==> config.mk <==
export PLATFORM = sky130hd
export DESIGN_NAME = lcd_value_formatter_4bit
export DESIGN_NICKNAME = d
export VERILOG_FILES = /design/src/rtl/lvf_pkg.sv /design/src/rtl/lvf_front.sv /design/src/rtl/lvf_fifo.sv /design/src/rtl/lvf_back.sv /design/src/rtl/lcd_value_formatter_4bit.sv
export SDC_FILE = /design/constraint.sdc
export NUM_CORES = 1
export LEC_CHECK = 0
export BUFFER_PORTS_ARGS = -buffer_cell sky130_fd_sc_hd__buf_2
export CORE_MARGIN = 8
export CORE_UTILIZATION = 60
export DETAILED_ROUTE_END_ITERATION = 6
export GPL_ROUTABILITY_DRIVEN = 0
export GPL_TIMING_DRIVEN = 0
export PLACE_DENSITY_LB_ADDON = 0.12
export SETUP_SLACK_MARGIN = 0.4
export SYNTH_ARGS = -nofsm -noshare
export SYNTH_HDL_FRONTEND = slang
export SYNTH_SLANG_ARGS = --single-unit
==> constraint.sdc <==
create_clock -name clk -period 3.32 [get_ports clk]
set_input_delay 0 -clock clk [delete_from_list [all_inputs] [get_ports clk]]
set_output_delay 0 -clock clk [all_outputs]
set_load 0.01 [all_outputs]
==> src/rtl/lvf_pkg.sv <==
// Shared types and constants for the LCD value formatter.
// Depends on nothing; every other file of the block imports it.
package lvf_pkg;

  localparam int LVF_QUEUE_DEPTH = 2;
  localparam int LVF_DIGITS      = 6;

  // Request kinds as carried through the queue
  typedef enum logic [2:0] {
    KIND_COUNT   = 3'd0,
    KIND_VOLTAGE = 3'd1,
    KIND_CURRENT = 3'd2,
    KIND_POWER   = 3'd3,
    KIND_LABELS  = 3'd4,
    KIND_INIT    = 3'd5
  } lvf_kind_t;

  typedef struct packed {
    logic [2:0]  req_type;
    logic [6:0]  position;
    logic [31:0] value;
  } lvf_req_t;

  typedef struct packed {
    logic       reg_select;
    logic [3:0] nibble;
    logic [2:0] wait_code;
    logic       last;
  } lvf_rsp_t;

  // Work item handed from front to back: kind, final DDRAM target, BCD digits (d0 lowest)
  typedef struct packed {
    lvf_kind_t                   kind;
    logic [6:0]                  addr;
    logic [LVF_DIGITS-1:0][3:0]  digits;
  } lvf_entry_t;

  typedef struct packed {
    logic full;
    logic empty;
  } lvf_qstat_t;

endpackage

==> src/rtl/lvf_front.sv <==
// Front end: accepts requests, classifies them and converts the value to BCD.
// Depends on lvf_pkg; feeds lvf_fifo.
module lvf_front
  import lvf_pkg::*;
(
  input  logic       clk,
  input  logic       rst,
  input  logic       req_valid,
  output logic       req_stall,
  input  lvf_req_t   req,
  output logic       push,
  output lvf_entry_t entry,
  input  lvf_qstat_t qstat
);

  typedef enum logic [1:0] {ST_IDLE, ST_CONV, ST_HOLD} state_t;

  state_t      state, state_next;
  logic [31:0] shreg;
  logic [3:0]  cnt;
  logic        take;
  logic [23:0] bcd1, bcd2;

  // one double-dabble step on six digits; digits above the sixth fall off
  function automatic logic [23:0] dd_step(input logic [23:0] b, input logic bit_in);
    logic [23:0] a;
    a = b;
    for (int i = 0; i < LVF_DIGITS; i++) begin
      if (a[i*4 +: 4] >= 4'd5) a[i*4 +: 4] = a[i*4 +: 4] + 4'd3;
    end
    return {a[22:0], bit_in};
  endfunction

  assign push      = (state == ST_HOLD) && !qstat.full;
  assign req_stall = !((state == ST_IDLE) || push);
  assign take      = req_valid && !req_stall;

  assign bcd1 = dd_step(entry.digits, shreg[31]);
  assign bcd2 = dd_step(bcd1, shreg[30]);

  always_comb begin
    state_next = state;
    case (state)
      ST_CONV: if (cnt == 4'd0) state_next = ST_HOLD;
      ST_HOLD: if (push) state_next = ST_IDLE;
      default: state_next = state;
    endcase
    if (take) begin
      case (req.req_type)
        KIND_COUNT, KIND_VOLTAGE, KIND_CURRENT, KIND_POWER: state_next = ST_CONV;
        KIND_LABELS, KIND_INIT:                             state_next = ST_HOLD;
        default:                                            state_next = ST_IDLE;
      endcase
    end
  end

  always_ff @(posedge clk) begin
    if (rst) begin
      state <= ST_IDLE;
    end else begin
      state <= state_next;
    end
    if (take) begin
      entry.kind   <= lvf_kind_t'(req.req_type);
      entry.digits <= '0;
      if (req.req_type == KIND_POWER) begin
        entry.addr <= req.position + 7'd7;
        shreg      <= req.value;
        cnt        <= 4'd15;
      end else begin
        entry.addr <= req.position + 7'd4;
        shreg      <= {req.value[15:0], 16'd0};
        cnt        <= 4'd7;
      end
    end else if (state == ST_CONV) begin
      entry.digits <= bcd2;
      shreg        <= {shreg[29:0], 2'b00};
      cnt          <= cnt - 4'd1;
    end
  end

endmodule

==> src/rtl/lvf_fifo.sv <==
// Small work queue between front and back.
// Depends on lvf_pkg.
module lvf_fifo
  import lvf_pkg::*;
#(
  parameter int DEPTH = LVF_QUEUE_DEPTH
) (
  input  logic       clk,
  input  logic       rst,
  input  logic       push,
  input  lvf_entry_t wr_data,
  input  logic       pop,
  output lvf_entry_t rd_data,
  output lvf_qstat_t qstat
);

  localparam int AW = (DEPTH > 1) ? $clog2(DEPTH) : 1;
  localparam int CW = $clog2(DEPTH + 1);

  lvf_entry_t    mem [DEPTH];
  logic [AW-1:0] wptr, rptr;
  logic [CW-1:0] count;

  assign qstat.full  = (count == CW'(DEPTH));
  assign qstat.empty = (count == '0);
  assign rd_data     = mem[rptr];

  always_ff @(posedge clk) begin
    if (push) mem[wptr] <= wr_data;
  end

  always_ff @(posedge clk) begin
    if (rst) begin
      wptr  <= '0;
      rptr  <= '0;
      count <= '0;
    end else begin
      if (push) wptr <= (wptr == AW'(DEPTH - 1)) ? '0 : wptr + AW'(1);
      if (pop)  rptr <= (rptr == AW'(DEPTH - 1)) ? '0 : rptr + AW'(1);
      case ({push, pop})
        2'b10:   count <= count + CW'(1);
        2'b01:   count <= count - CW'(1);
        default: count <= count;
      endcase
    end
  end

  assert property (@(posedge clk) disable iff (rst) push |-> !qstat.full)
    else $error("queue overflow");
  assert property (@(posedge clk) disable iff (rst) pop |-> !qstat.empty)
    else $error("queue underflow");
  assert property (@(posedge clk) disable iff (rst) count <= CW'(DEPTH))
    else $error("queue count out of range");
  assert property (@(posedge clk) disable iff (rst)
    (push && !pop) |=> count == $past(count) + CW'(1))
    else $error("queue count did not track push");

endmodule

==> src/rtl/lvf_back.sv <==
// Back end: walks one queued item and emits its nibble writes, one per cycle unless rsp_stall holds them.
// Depends on lvf_pkg; reads from lvf_fifo.
module lvf_back
  import lvf_pkg::*;
(
  input  logic       clk,
  input  logic       rst,
  input  lvf_entry_t head,
  input  lvf_qstat_t qstat,
  output logic       pop,
  output logic       rsp_valid,
  input  logic       rsp_stall,
  output lvf_rsp_t   rsp
);

  lvf_entry_t ent;
  logic       have;
  logic [4:0] idx;
  logic [4:0] idx_init;
  logic [3:0] k, j;
  logic [4:0] len;
  logic [7:0] byte_val;
  logic       rs, hi, raw;
  logic [2:0] low_wait;
  logic [3:0] raw_nib;
  logic [2:0] raw_wait;
  logic       load_out, is_last;
  lvf_rsp_t   nxt;

  function automatic logic [7:0] dchar(input logic [3:0] d);
    return {4'h3, d};
  endfunction

  assign k        = idx[4:1];
  assign j        = k - 4'd2;
  assign hi       = !idx[0];
  assign idx_init = idx - 5'd4;

  always_comb begin
    rs       = 1'b1;
    byte_val = 8'h00;
    low_wait = 3'd0;
    raw      = 1'b0;
    raw_nib  = 4'h0;
    raw_wait = 3'd0;
    len      = 5'd1;
    case (ent.kind)
      KIND_COUNT, KIND_VOLTAGE, KIND_CURRENT, KIND_POWER: begin
        len = (ent.kind == KIND_POWER) ? 5'd20 : 5'd14;
        if (k == 4'd0) begin
          rs = 1'b0; byte_val = 8'h04;
        end else if (k == 4'd1) begin
          rs = 1'b0; byte_val = {1'b1, ent.addr}; low_wait = 3'd1;
        end else begin
          case (ent.kind)
            KIND_COUNT:   byte_val = dchar(ent.digits[j[2:0]]);
            KIND_VOLTAGE: begin
              case (j)
                4'd0:    byte_val = "V";
                4'd1:    byte_val = dchar(ent.digits[0]);
                4'd2:    byte_val = ".";
                4'd3:    byte_val = dchar(ent.digits[1]);
                default: byte_val = dchar(ent.digits[2]);
              endcase
            end
            KIND_CURRENT: begin
              case (j)
                4'd0:    byte_val = "A";
                4'd1:    byte_val = dchar(ent.digits[0]);
                4'd2:    byte_val = dchar(ent.digits[1]);
                4'd3:    byte_val = ".";
                default: byte_val = dchar(ent.digits[2]);
              endcase
            end
            default: begin
              case (j)
                4'd0:    byte_val = "W";
                4'd1:    byte_val = dchar(ent.digits[0]);
                4'd2:    byte_val = dchar(ent.digits[1]);
                4'd3:    byte_val = ".";
                4'd4:    byte_val = dchar(ent.digits[2]);
                4'd5:    byte_val = dchar(ent.digits[3]);
                4'd6:    byte_val = dchar(ent.digits[4]);
                default: byte_val = dchar(ent.digits[5]);
              endcase
            end
          endcase
        end
      end
      KIND_LABELS: begin
        len = 5'd12;
        case (k)
          4'd0:    byte_val = "I";
          4'd1:    byte_val = "N";
          4'd2:    begin rs = 1'b0; byte_val = 8'h80 | 8'd40; low_wait = 3'd1; end
          4'd3:    byte_val = "O";
          4'd4:    byte_val = "U";
          default: byte_val = "T";
        endcase
      end
      KIND_INIT: begin
        len = 5'd14;
        rs  = 1'b0;
        if (idx < 5'd4) begin
          raw = 1'b1;
          case (idx[1:0])
            2'd0:    begin raw_nib = 4'h3; raw_wait = 3'd4; end
            2'd1:    begin raw_nib = 4'h3; raw_wait = 3'd2; end
            2'd2:    begin raw_nib = 4'h3; raw_wait = 3'd1; end
            default: begin raw_nib = 4'h2; raw_wait = 3'd1; end
          endcase
        end else begin
          case (idx_init[4:1])
            4'd0:    begin byte_val = 8'h28; low_wait = 3'd1; end
            4'd1:    begin byte_val = 8'h08; low_wait = 3'd1; end
            4'd2:    begin byte_val = 8'h01; low_wait = 3'd3; end
            4'd3:    begin byte_val = 8'h06; low_wait = 3'd1; end
            default: begin byte_val = 8'h0C; low_wait = 3'd0; end
          endcase
        end
      end
      default: len = 5'd1;
    endcase
  end

  assign is_last        = (idx == len - 5'd1);
  assign nxt.reg_select = rs;
  assign nxt.nibble     = raw ? raw_nib : (hi ? byte_val[7:4] : byte_val[3:0]);
  assign nxt.wait_code  = raw ? raw_wait : (hi ? 3'd0 : low_wait);
  assign nxt.last       = is_last;

  assign load_out = have && (!rsp_valid || !rsp_stall);
  assign pop      = !qstat.empty && (!have || (load_out && is_last));

  always_ff @(posedge clk) begin
    if (rst) begin
      have      <= 1'b0;
      rsp_valid <= 1'b0;
    end else begin
      if (load_out)       rsp_valid <= 1'b1;
      else if (!rsp_stall) rsp_valid <= 1'b0;
      if (pop)                      have <= 1'b1;
      else if (load_out && is_last) have <= 1'b0;
    end
    if (load_out) begin
      rsp <= nxt;
    end
    // a pop on the last nibble restarts the index for the next item
    if (pop) begin
      ent <= head;
      idx <= '0;
    end else if (load_out) begin
      idx <= idx + 5'd1;
    end
  end

endmodule

==> src/rtl/lcd_value_formatter_4bit.sv <==
// Top level: request in, 4-bit LCD nibble writes out, one nibble per cycle while not stalled.
// The front converts count, voltage, current and power values to BCD at 2 bits per cycle
// and takes the next request only once the converted one is pushed; label and init requests
// skip conversion and are taken one per cycle, in both cases while the queue has room. The
// back end emits 12 to 20 nibbles per request back to back while rsp_stall is low. Sync
// reset empties the queue.
module lcd_value_formatter_4bit
  import lvf_pkg::*;
#(
  parameter int QUEUE_DEPTH = LVF_QUEUE_DEPTH
) (
  input  logic     clk,
  input  logic     rst,
  // request channel
  input  logic     req_valid,
  output logic     req_stall,
  input  lvf_req_t req,
  // nibble-write channel
  output logic     rsp_valid,
  input  logic     rsp_stall,
  output lvf_rsp_t rsp
);

  // front -> queue
  logic       push;
  lvf_entry_t wr_entry;
  // queue -> back
  logic       pop;
  lvf_entry_t head;
  lvf_qstat_t qstat;

  // Front: classifies the transaction, computes the DDRAM target, runs double dabble.
  // Requests of an unused kind are accepted and dropped here.
  lvf_front u_front (
    .clk       (clk),
    .rst       (rst),
    .req_valid (req_valid),
    .req_stall (req_stall),
    .req       (req),
    .push      (push),
    .entry     (wr_entry),
    .qstat     (qstat)
  );

  // Queue decouples conversion from the nibble sequencer.
  lvf_fifo #(
    .DEPTH (QUEUE_DEPTH)
  ) u_fifo (
    .clk     (clk),
    .rst     (rst),
    .push    (push),
    .wr_data (wr_entry),
    .pop     (pop),
    .rd_data (head),
    .qstat   (qstat)
  );

  // Back: sequences bytes high nibble first with wait classes; output register
  // lets the next nibble load while the current one is taken.
  lvf_back u_back (
    .clk       (clk),
    .rst       (rst),
    .head      (head),
    .qstat     (qstat),
    .pop       (pop),
    .rsp_valid (rsp_valid),
    .rsp_stall (rsp_stall),
    .rsp       (rsp)
  );

endmodule
## Yosys cells after proc, flatten, opt, wreduce, memory -nomap -nowiden

Memory sizes are Yosys's and may differ from the RTL's. A register that Yosys moved wholly into a read port is not among the register bits.
Cells that the tools add are included.
W data, S select, Z words.

- Register bits: 92
- RAM bits: 68
- Input bits: 46
- Word-level logic and storage cells: 195
- Memories kept: 1

- Add/subtract/negate cells: 23
- Magnitude comparators: 14
- Eq/ne operators: 34
- Muxes and demuxes: 69
- Reductions and logical operators: 33

Memories:

| memory | words | width | read ports | clocked after memory_dff | wr ports | line | text |
|---|---|---|---|---|---|---|---|
| u_fifo.mem | 2 | 34 | 1 | 1 | 1 | lvf_fifo.sv:20 | `lvf_entry_t mem [DEPTH];` |

Operator list:

| cell | number |
|---|---|
| $mux W32 | 3 |
| $mux W4 | 18 |
| $pmux W7 S4 | 2 |
| $pmux W7 S7 | 1 |
| $ge A4 B3 Y1 const B | 12 |
| $pmux W8 S3 | 2 |
| $add A4 B2 Y4 const B | 10 |
| $pmux W8 S5 | 1 |
| $eq A4 B2 Y1 const B | 6 |
| $mux W3 | 8 |
| $mux W8 | 3 |
| $pmux W6 S4 | 1 |
| $eq A4 B3 Y1 const B | 4 |
| $logic_not A4 Y1 | 4 |
| $mux W1 | 16 |
| $pmux W2 S2 | 4 |
| $pmux W5 S3 | 1 |
| $add A7 B3 Y7 const B | 2 |
| $bmux W4 S3 | 1 |
| $eq A3 B2 Y1 const B | 4 |
| $eq A3 B3 Y1 const B | 4 |
| $eq A4 B1 Y1 const B | 3 |
| $pmux W3 S3 | 1 |
| $eq A2 B2 Y1 const B | 4 |
| other kinds (32) | 58 |

## Longest topological paths before layout

Gate-level depths: netlist of run 1.

- Word-level depth: 10
- Depth in mapped cells: 11
- Mapped depth without buffers: 11

## By module

Synthesis of run 1 repeated with hierarchy kept, for this count alone.

- Cells, all modules: 893
- Area, all modules: 9948.3 um^2

By module, submodules not included:

| module | times used | cells an instance | area each (um^2) | sequential area each (um^2) |
|---|---|---|---|---|
| lvf_front | 1 | 445 | 4135.2 | 1901.8 |
| lvf_back | 1 | 320 | 3163.0 | 1431.4 |
| lvf_fifo | 1 | 128 | 2650.0 | 2142.1 |

## Worst setup path before layout of run 1

Ideal clock, no wire load.

- Path type: register to register
- Start: register u_front.state[0]
- End: memory u_fifo.mem[0][0] (netlist bit), enable pin
- Setup time: 0.425 ns
- Data arrival time: 2.257 ns
- Data required time: 2.895 ns
- Slack: 0.638 ns
- Stages on the path, launching flop included: 6
- Path buffers: 0
- Cells stage by stage: dfxtp_1 > inv_1 > ha_1 > and2_1 > inv_1 > nor2_1

- Longest elaborated chain between the ends: 4

RTL lines:

| element | line | text |
|---|---|---|
| from (decl) | lvf_front.sv:18 | `state_t state, state_next;` |
| from (signal assigned) | lvf_front.sv:61 | `state <= state_next;` |
| $eq A2 B2 Y1 | lvf_front.sv:34 | `assign push = (state == ST_HOLD) && !qstat.full;` |
| $logic_and A1 B1 Y1 | lvf_front.sv:34 |  |
| $mux W1 | lvf_fifo.sv:29 | `if (push) mem[wptr] <= wr_data;` |
| $mux W1 (not written as such) | lvf_fifo.sv:29 |  |
| to (decl) | lvf_fifo.sv:20 |  |

No other way between the ends.

## Worst setup path after layout of run 1

- Start: register u_front.state[0]
- End: register u_front.shreg[24], data pin

- Longest elaborated chain between the ends: 5
- Elaborated cells on any way between the ends: 6
- Classes of those cells: eq/ne: 1; mux: 1; reduce/logical: 4

RTL lines:

| element | line | text |
|---|---|---|
| $eq A2 B2 Y1 | lvf_front.sv:34 |  |
| $logic_and A1 B1 Y1 | lvf_front.sv:34 |  |
| $logic_or A1 B1 Y1 (*) | lvf_front.sv:35 | `assign req_stall = !((state == ST_IDLE) \|\| push);` |
| $logic_and A1 B1 Y1 (*) | lvf_front.sv:36 | `assign take = req_valid && !req_stall;` |
| net u_front.take | lvf_front.sv:21 | `logic take;` |
| $mux W32 (*) | lvf_front.sv:63 | `if (take) begin` |
| to (signal assigned) | lvf_front.sv:68 | `shreg <= req.value;` |
| to (signal assigned) | lvf_front.sv:72 | `shreg <= {req.value[15:0], 16'd0};` |
| to (signal assigned) | lvf_front.sv:77 | `shreg <= {shreg[29:0], 2'b00};` |
| to (decl) | lvf_front.sv:19 | `logic [31:0] shreg;` |

Mark *: on every way through the listed nets, which the timed path passes. The rest lies on a longest branch.
A chain may end at the register's enable or synchronous reset.

==> key figures, run 1 <==
Run status
  – Outcome: complete, no violations

Pwr
  – Lkg Pwr: about 4.3 nW
  – Peak supply drop: around 420 uV
  – Pwr dens: approximately 730 mW/mm^2

Synth
  – Synth top area cells: edfxtp_1 48%, dfxtp_1 7.5%, mux2_2 5.5%
  – Post-synthesis sequential area ratio: 55.1%
  – Number of enable flip-flop cells after synthesis: 157
  – Cells after Synth: between 800 and 900
  – Synth unique cells: 67
  – Area share of the largest cell type after synthesis: a little under half
  – FF+latch count, synth: roughly 190
  – Total of warnings raised by yosys: 0
  – Post-synth net total: 970
  – Mapped Area: 0.00990 mm^2
  – Post-synth top area cell: edfxtp_1
  – Mean Syn Cell Area: 11.2 um^2
  – Async SR Flop Fraction: 0%
  – Commonest register cell after synthesis: edfxtp_1

Die
  – I/O pin count: between 50 and 60
  – Die ar.: ~0.021 mm^2
  – Total core area: roughly 0.016 mm^2
  – DIE HEIGHT: about 140 um
  – Die Span X: ~140 um
  – Row Count: 47
  – Starting density of the core: 60.5%

Layout
  – Area Overhead vs Synth: 17.2%
  – Layout cell share with drive strength beyond 1: 18.4%
  – Number of diodes: 0
  – Fin nets: 1092

STA
  – RSZ-0062 raised after global routing: true
  – Relative slew slack: 42.7%
  – Hold Fails Final Rpt: 0
  – Crit share post-route: between 80% and 90%
  – Final min period: 2.76 ns
  – Hold Slack: ~0.034 ns
  – Final worst slack: around 0.56 ns
  – Slew @ Worst Pin: about 0.86 ns
  – Count of final setup violators: 0
  – Final slew viol count: 0
  – Fmax: between 300 and 400 MHz
  – Setup Skew: ~0.016 ns

Detailed routing
  – Vias: about 7300
  – WL final: between 20000 and 25000 um
  – Via/cell ratio: between 5 and 6
  – Wire per inst: approximately 18 um
  – DRC violations left: 0
  – Detailed Routing Iterations Pass 1: 7
  – 1st-iter DRT viols: 646
  – Remaining antenna violation count after routing: 0

Clocking
  – Skew-Pair Late Insertion Delay: roughly 0.44 ns
  – Clock slew at reported path FFs: approximately 0.080 ns
  – Sink Count: about 190
  – Clock buffer depth: 2
  – H-tree depth: 4
  – Clock root cell: clkbuf_16
  – CTS tree: built
  – TritonCTS Buffers: 17

Placement
  – Post-DP HPWL: around 15000 um
  – Port Buffer Count: 55
  – Place WS: between 0.2 and 0.3 ns

Setup path
  – Crit path max-delay family: buffers and inverters
  – Worst setup SP type: register
  – Delay of the slowest critical-path stage: slightly below 0.6 ns
  – Arrival @ worst endpoint: about 3.0 ns
  – CP max stage cell: dlygate4sd3_1
  – Critical-path cell list: inv_1 -> ha_1 -> and2_1 -> o21ai_1 -> inv_1 -> clkbuf_1 -> buf_4 -> a31oi_1 -> dlygate4sd3_1
  – Cell mode on critical path: inv_1
  – Setup crit end kind: register
  – Critical path fanouts, max: 19
  – Worst path required time: 3.51 ns
  – Setup CP Type: reg -> reg
  – Number of buffers and inverters on the critical path: 5

Global routing
  – First-pass GRT wire length: roughly 36000 um
  – Largest net degree at the start of global routing: 42
  – Remaining global-route overflow: 0
  – M3 GR Usage: 4.52%
  – Number of global-route vias before repair: between 7000 and 8000
  – Routing usage on met2: approximately 37%
  – GR peak layer: met2
  – GR Util met1: ~28%
  – GR Util All Layers: between 20% and 30%
  – Antenna violations before repair: 0

Job
  – Max Cap Viol: 0

Min path
  – Worst Hold Class: in -> reg
-- layer usage --
layer / vias to the layer above / share of wire [%]
li1: 3494 / -
met1: 3456 / 43
met2: 262 / 49
met3: 47 / 5.7
met4: 0 / 2.8
met5: - / 0
-- layout by cell type (no fill, tap or decap), types with 14 or more instances in the layout --
master,Yosys,routed
nand2_1,89,88
ha_1,39,39
a211oi_1,14,14
inv_1,42,42
nor2_1,81,80
a31oi_1,28,27
mux2i_1,18,18
dlygate4sd3_1,0,45
xnor2_1,26,26
buf_2,17,71
clkbuf_16,0,17
clkbuf_1,23,20
o21ai_0,47,47
edfxtp_1,157,157
mux2_2,48,48
nand2b_1,19,19
dfxtp_1,37,37
a21oi_1,52,51
-- stage by stage --
step / total power [mW] / TNS, ns / instances / util, % / instance area [um^2]
after global routing: 8.92 / 0 / 1240 / 70.9 / 11600
after detailed placement: 6.30 / 0 / 1161 / 64.1 / 10500
final: 8.45 / 0 / 1240 / 70.9 / 11600
after floorplan: 5.56 / 0 / 885 / - / 9900
after global placement: 6.24 / -8.08 / 1160 / 63.9 / 10400
after CTS: 8.43 / 0 / 1238 / 70.6 / 11500
-- cell families after synthesis --
kind of cell | after synthesis | synth area share, %
AND/OR/NAND/NOR | 260 | 12.4
AO/OA/AOI/OAI | 201 | 12.7
flip-flops | 194 | 55.1
buffers and inverters | 92 | 4.01
multiplexers | 70 | 8.19
adder cells (fa/ha/maj) | 39 | 4.93
XOR/XNOR | 29 | 2.57
-- final timing paths --
check	start	endpoint	slack (ns)	cells after the start
worst max-delay path	u_front.state[0]$_SDFFE_PP0P_	u_front.shreg[24]$_DFFE_PP_	0.56	9
worst min-delay path	req[35]	u_front.entry[27]$_DFFE_PP_	0.03	3
worst max register to register	u_front.state[0]$_SDFFE_PP0P_	u_front.shreg[24]$_DFFE_PP_	0.56	9
worst min register to register	u_front.entry[26]$_DFFE_PP_	u_fifo.mem[0][26]$_DFFE_PP_	0.45	0
-- where the power goes --
part	internal, mW	total [mW]	switching (mW)
Combinational	1.20	2.82	1.62
Sequential	3.24	3.56	0.312
Clock	1.10	2.07	0.970
Total	5.55	8.45	2.90
-- final cells by class --
type	instances	area, um^2
Sequential cell	194	5460
Fill cell	1224	4750
Multi-Input combinational cell	599	4080
Timing Repair Buffer	103	761
Clock buffer	18	439
Tap cell	220	275
Buffer	47	241
Inverter	45	173
Clock inverter	14	168
-- timing repair --
action                     CTS  global route
cloned                       0             0
hold buffers                45             0
hold endpoints to repair    48             0
gates resized for setup      3            11
buffers inserted             0             2
setup endpoints to repair    4             6
-- sequential cells by signal (all words and copies together) (netlist names) --
name	count
u_front.shreg	32
u_fifo.mem	68
u_back.idx	5
u_back.rsp	9
u_back.ent	34
u_front.state	2
u_fifo.count	2
u_back.rsp_valid	1
u_fifo.wptr	1
u_front.entry	34
u_fifo.rptr	1
u_front.cnt	4
u_back.have	1
-- cell usage after synthesis (all sizes together) (8+ instances only) --
library cell	count
a211oi	14
a21oi	52
a31oi	28
buf	24
clkbuf	23
dfxtp	37
edfxtp	157
ha	39
inv	44
mux2	48
mux2i	18
nand2	90
nand2b	19
nor2	83
nor3	10
nor3b	13
o211ai	8
o21ai	49
xnor2	26
-- worst min-delay path: stages --
cell,delay (ns)
buf_2,0.12
ha_1,0.12
a21oi_1,0.06
Note: power is estimated with default switching activity, not from simulation.
==> run 2, diff against run 1 <==
--- a/config.mk
+++ b/config.mk
@@ -7,7 +7,7 @@
 export LEC_CHECK = 0
 export BUFFER_PORTS_ARGS = -buffer_cell sky130_fd_sc_hd__buf_2
 export CORE_MARGIN = 8
-export CORE_UTILIZATION = 60
+export CORE_UTILIZATION = 55
 export DETAILED_ROUTE_END_ITERATION = 6
 export GPL_ROUTABILITY_DRIVEN = 0
 export GPL_TIMING_DRIVEN = 0
==> constraint.sdc (replaced) <==
create_clock -name clk -period 2.23 [get_ports clk]
set_input_delay 0 -clock clk [delete_from_list [all_inputs] [get_ports clk]]
set_output_delay 0 -clock clk [all_outputs]
set_load 0.01 [all_outputs]
==> run 2 against run 1 <==
Against the previous run:
- the run now ends with negative setup slack left
- first-iteration DRC count down 7.9%
- worst hold slack worse by 0.019 ns
- global-route usage up 0.73 points
- combinational power up 140%
- sequential power up 52%
- utilization up 5.7 points
- critical path depth unchanged
- sequential share of layout area down 6.7 points
- via count up 9.3%
- clock power up 41%
- power up 77%
- largest power group is now combinational cells
==> key figures, run 2 (synthesis results as in run 1) <==
STA
  – Relative slew slack: ~45%
  – RSZ-0062 raised after global routing: true
  – Final worst slack: -0.174 ns
  – Count of final setup violators: 29
  – Hold Fails Final Rpt: 0
  – Final slew viol count: 0
  – Setup Skew: between 0.009 and 0.01 ns
  – Slew @ Worst Pin: ~0.83 ns
  – Crit share post-route: 108%
  – Fmax: approximately 420 MHz
  – Final min period: 2.40 ns

Clocking
  – H-tree depth: 4
  – Sink Count: roughly 190
  – Clock slew at reported path FFs: roughly 0.07 ns
  – TritonCTS Buffers: 17
  – CTS tree: built
  – Clock root cell: clkbuf_16
  – Clock buffer depth: 2
  – Skew-Pair Late Insertion Delay: 0.43 ns

Pwr
  – Lkg Pwr: between 5 and 6 nW
  – Peak supply drop: between 800 and 900 uV
  – Pwr dens: about 1100 mW/mm^2

Setup path
  – CP max stage cell: or4_4
  – Delay of the slowest critical-path stage: between 0.4 and 0.5 ns
  – Critical path fanouts, max: 4
  – Crit path max-delay family: simple AND/OR/NAND/NOR gates
  – Worst path required time: around 2.6 ns
  – Setup crit end kind: register
  – Critical-path cell list: buf_4 -> inv_1 -> or4_4 -> a31oi_4 -> o311a_4 -> buf_12 -> ha_4 -> or3_1 -> a21oi_1
  – Worst setup SP type: register
  – Arrival @ worst endpoint: around 2.8 ns
  – Setup CP Type: reg -> reg
  – Number of buffers and inverters on the critical path: 3

Global routing
  – GR Util All Layers: approximately 23%
  – Remaining global-route overflow: 0
  – Antenna violations before repair: 0
  – First-pass GRT wire length: 40500 um
  – Largest net degree at the start of global routing: 35
  – Number of global-route vias before repair: 7842

Die
  – Die Span X: roughly 150 um
  – Total core area: about 0.018 mm^2
  – Row Count: a little under 50
  – DIE HEIGHT: about 150 um
  – I/O pin count: 57
  – Die ar.: approximately 0.023 mm^2
  – Starting density of the core: 55.5%

Detailed routing
  – Remaining antenna violation count after routing: 0
  – Detailed Routing Iterations Pass 1: 5
  – 1st-iter DRT viols: a little under 600
  – DRC violations left: 0
  – Vias: a little under 8000
  – Via/cell ratio: 5.92
  – WL final: 26500 um
  – Wire per inst: 19.7 um

Layout
  – Largest regs: u_fifo.mem x68, u_back.ent x34, u_front.entry x34
  – Most flops, register: u_fifo.mem
  – Final Non-Filler Cells: 1341
  – Most frequent cells in the layout: 157 x edfxtp_1, 87 x nand2_1, 76 x buf_4, 72 x nor2_1, 63 x buf_2
  – Number of diodes: 0
  – Layout cell share with drive strength beyond 1: slightly above 40%
  – Most common cell after layout, fill and taps aside: edfxtp_1
  – Area Overhead vs Synth: 38.2%
  – Fin nets: 1184
  – Largest register FFs: between 60 and 70

Placement
  – Port Buffer Count: 55
  – Place WS: -0.430 ns
  – DP Cell Count: around 1200
  – Post-DP HPWL: between 15000 and 20000 um

Run status
  – Violated checks: negative setup slack
  – Outcome: complete, but fails checks

Job
  – Max Cap Viol: 0

Min path
  – Worst Hold Class: in -> reg
==> run 2: changes by cell type in the layout (fill, tap and decap cells not counted), sizes merged <==
cell,before,now
buf,82,169
bufbuf,0,3
bufinv,1,0
clkinv,5,8
dlygate4sd3,45,44
inv,51,50
nand2,90,91
nor2,83,84
==> run 2: final cells by class <==
type,count,area (um^2)
Tap cell,229,287
Clock buffer,17,425
Multi-Input combinational cell,601,5090
Inverter,45,215
Fill cell,1070,4160
Clock inverter,15,143
Buffer,47,379
Timing Repair Buffer,193,1620
Sequential cell,194,5520
==> run 2: worst paths after layout <==
kind	cells after the start	endpoint	slack [ns]	from
worst max register to register	9	u_fifo.count[1]$_SDFFE_PP0P_	-0.17	u_back.ent[32]$_DFFE_PP_
worst min register to register	0	u_fifo.mem[0][32]$_DFFE_PP_	0.45	u_front.entry[32]$_DFFE_PP_
worst max-delay path	9	u_fifo.count[1]$_SDFFE_PP0P_	-0.17	u_back.ent[32]$_DFFE_PP_
worst min-delay path	3	u_front.shreg[30]$_DFFE_PP_	0.02	req[14]
==> run 2: where the power goes <==
group	switching (mW)	internal (mW)	leakage, nW
sequential	0.551	4.85	1.79
combinational	3.25	3.40	3.13
clock	1.44	1.48	0.278
==> run 2: per-layer routing <==
metal,routed length (um),up-vias,global-route usage [%]
met5,0,-,0
met4,1050,0,11.5
met3,1620,91,4.33
met2,13200,361,39.1
met1,10600,3801,27.8
li1,-,3682,-
==> run 2: repair_timing <==
item | 4_1_cts | 5_1_grt
pin swaps | 35 | 34
hold buffers | 44 | 0
gates cloned | 7 | 1
setup buffers | 61 | 27
gates resized for setup | 117 | 67
endpoints found under the setup margin | 251 | 161
hold endpoints to repair | 42 | 0
==> run 2: metrics by stage <==
| stage | setup TNS (ns) | cell area (um^2) | utilization (%) | hold WS [ns] | power [mW] |
|---|---|---|---|---|---|
| 4_1_cts | -0.334 | 13200 | 74.2 | 0.000970 | 14.3 |
| 3_3_place_gp | -3.27 | 11100 | 62.3 | 0.213 | 9.98 |
| 6_report | -1.69 | 13700 | 76.7 | 0.0152 | 15.0 |
| 5_1_grt | -2.97 | 13700 | 76.7 | 0.0315 | 15.6 |
| 2_1_floorplan | -0.0761 | 10600 | - | 0.0989 | 8.91 |
| 3_5_place_dp | -2.95 | 11100 | 62.3 | 0.214 | 10.1 |
==> run 2: worst register-to-register path, delay by kind of cell, from the launching register on <==
kind	cells	cell delay, ns
and+or+nand+nor	2	0.86
buffers and inverters	3	0.28
AOI/OAI and AO/OA	3	0.57
adders and majority gates	1	0.19
DFF	1	0.42
==> run 3, diff against run 2 <==
==> constraint.sdc (replaced) <==
create_clock -name clk -period 2.23 [get_ports clk]
set_input_delay 0.1115 -clock clk [delete_from_list [all_inputs] [get_ports clk]]
set_output_delay 0.1115 -clock clk [all_outputs]
set_load 0.01 [all_outputs]
==> run 3 against run 2 <==
Against the previous run:
- the run still ends with negative setup slack left
- clock power about the same
- worst setup slack got worse by 0.0024 ns
- combinational power fell by 0.8%
- count of clock-buffer cells in the layout unchanged
- global-route usage down 0.88 points
- sequential power about the same
- design area is 2.5% lower
- critical path depth is the same
- power shrank 0.29%
==> key figures, run 3 (synthesis results as in run 1) <==
Die
  – Row Count: 49
  – Die ar.: ~0.023 mm^2
  – Die Span X: about 150 um
  – DIE HEIGHT: roughly 150 um
  – I/O pin count: 57
  – Total core area: 0.0178 mm^2
  – Starting density of the core: 55.5%

Layout
  – Fin area: between 0.01 and 0.015 mm^2
  – Most flops, register: u_fifo.mem
  – Number of diodes: 0
  – Final Non-Filler Cells: around 1300
  – Most frequent cells in the layout: 157 x edfxtp_1, 87 x nand2_1, 79 x buf_4, 73 x nor2_1, 64 x buf_2
  – Largest register FFs: ~70
  – Layout cell share with drive strength beyond 1: between 40% and 50%
  – Most common cell after layout, fill and taps aside: edfxtp_1
  – Area Overhead vs Synth: 34.8%
  – Fin nets: 1151
  – Largest regs: u_fifo.mem x68, u_back.ent x34, u_front.entry x34

Setup path
  – Arrival @ worst endpoint: about 2.8 ns
  – Delay of the slowest critical-path stage: 0.49 ns
  – Critical-path cell list: buf_4 -> inv_1 -> or4_4 -> a31oi_4 -> o311a_4 -> buf_12 -> ha_4 -> or3_1 -> a21oi_1
  – Number of buffers and inverters on the critical path: 3
  – Worst setup SP type: register
  – Critical path fanouts, max: 4
  – CP max stage cell: or4_4
  – Worst path required time: between 2 and 3 ns
  – Crit path max-delay family: simple AND/OR/NAND/NOR gates
  – Setup CP Type: reg -> reg
  – Setup crit end kind: register

STA
  – Count of final setup violators: 29
  – Fmax: 416 MHz
  – Setup Skew: 0.0125 ns
  – Final slew viol count: 0
  – Final worst slack: -0.177 ns
  – Relative slew slack: between 40% and 50%
  – RSZ-0062 raised after global routing: true
  – Final min period: 2.41 ns
  – Hold Fails Final Rpt: 0
  – Slew @ Worst Pin: approximately 0.83 ns
  – Crit share post-route: 108%

Placement
  – DP Cell Count: roughly 1200
  – Port Buffer Count: 55
  – Post-DP HPWL: 15500 um
  – Placed inst area: roughly 0.011 mm^2

Min path
  – Worst Hold Class: in -> reg

Detailed routing
  – Remaining antenna violation count after routing: 0
  – Detailed Routing Iterations Pass 1: 5
  – 1st-iter DRT viols: 530
  – Wire per inst: approximately 20 um
  – DRC violations left: 0
  – WL final: 25600 um
  – Via/cell ratio: slightly below 6
  – Vias: approximately 7700

Run status
  – Outcome: complete, but fails checks
  – Violated checks: negative setup slack

Job
  – Max Cap Viol: 0

Clocking
  – Clock slew at reported path FFs: around 0.070 ns
  – TritonCTS Buffers: 17
  – H-tree depth: 4
  – Clock root cell: clkbuf_16
  – Clock buffer depth: 2
  – CTS tree: built
  – Sink Count: a little under 200
  – Skew-Pair Late Insertion Delay: about 0.44 ns

Global routing
  – First-pass GRT wire length: 38900 um
  – Antenna violations before repair: 0
  – GR Util All Layers: 22.2%
  – Largest net degree at the start of global routing: 35
  – Number of global-route vias before repair: between 7000 and 8000
  – Remaining global-route overflow: 0

Pwr
  – Lkg Pwr: 5.06 nW
  – Peak supply drop: ~840 uV
  – Pwr dens: 1120 mW/mm^2
  – Total Power: between 10 and 15 mW
[run 3: cell types whose count changed in the layout (fill, tap and decap cells not counted), sizes merged]
cell and delta:
clkbuf -1, buf +4, dlygate4sd3 -36
[run 3: what timing repair did]
action,in CTS,in global routing
pin swaps,35,34
hold endpoints to repair,8,0
setup endpoints to repair,251,154
cloned,7,1
setup buffers,61,30
gates resized for setup,117,63
hold buffers,8,0
[run 3: layout make-up]
type | count | area (um^2)
Multi-Input combinational cell | 601 | 5090
Inverter | 45 | 215
Timing Repair Buffer | 160 | 1280
Tap cell | 229 | 287
Sequential cell | 194 | 5520
Clock inverter | 15 | 143
Fill cell | 1127 | 4500
Buffer | 47 | 375
Clock buffer | 17 | 425
[run 3: worst register-to-register path, cell delays in order (launching register included)]
cell and delay (ns):
edfxtp_1 0.42, buf_4 0.14, inv_1 0.04, or4_4 0.49
a31oi_4 0.24, o311a_4 0.21, buf_12 0.10, ha_4 0.19
or3_1 0.37, a21oi_1 0.12
[run 3: routing by layer]
| layer | vias to the layer above | GRT usage (%) | wire (um) | part of all wire (%) |
|---|---|---|---|---|
| met4 | 0 | 11.1 | 978 | 3.8 |
| met5 | - | 0 | 0 | 0 |
| met3 | 85 | 4.15 | 1340 | 5.2 |
| li1 | 3622 | - | - | - |
| met2 | 301 | 37.2 | 12700 | 50 |
| met1 | 3674 | 27.1 | 10600 | 41 |
[run 3: per-stage QoR]
| step | setup TNS [ns] | hold WS [ns] | utilization (%) | setup slack (ns) |
|---|---|---|---|---|
| after floorplan | -0.0761 | 0.210 | - | -0.0761 |
| after global placement | -3.27 | 0.325 | 62.3 | -0.392 |
| after detailed placement | -2.95 | 0.325 | 62.3 | -0.430 |
| after CTS | -0.336 | 0.00137 | 72.1 | -0.123 |
| after global routing | -2.97 | 0.00907 | 74.8 | -0.222 |
| final | -1.76 | 0.0102 | 74.8 | -0.177 |
[run 3: report_power, final]
part           leakage [nW]  internal, mW  switching [mW]
registers              1.79          4.85           0.554
logic                  2.99          3.36            3.24
clock network         0.278          1.48            1.44
total                  5.06          9.69            5.24
[run 3: final timing paths]
check / from / end / slack (ns) / cells past startpoint
hold reg to reg: u_front.entry[26]$_DFFE_PP_ / u_fifo.mem[1][26]$_DFFE_PP_ / 0.45 / 0
setup reg to reg: u_back.ent[32]$_DFFE_PP_ / u_fifo.count[1]$_SDFFE_PP0P_ / -0.18 / 9
hold / removal: req[0] / u_front.shreg[0]$_SDFFCE_PN0P_ / 0.01 / 2
setup / recovery: u_back.ent[32]$_DFFE_PP_ / u_fifo.count[1]$_SDFFE_PP0P_ / -0.18 / 9
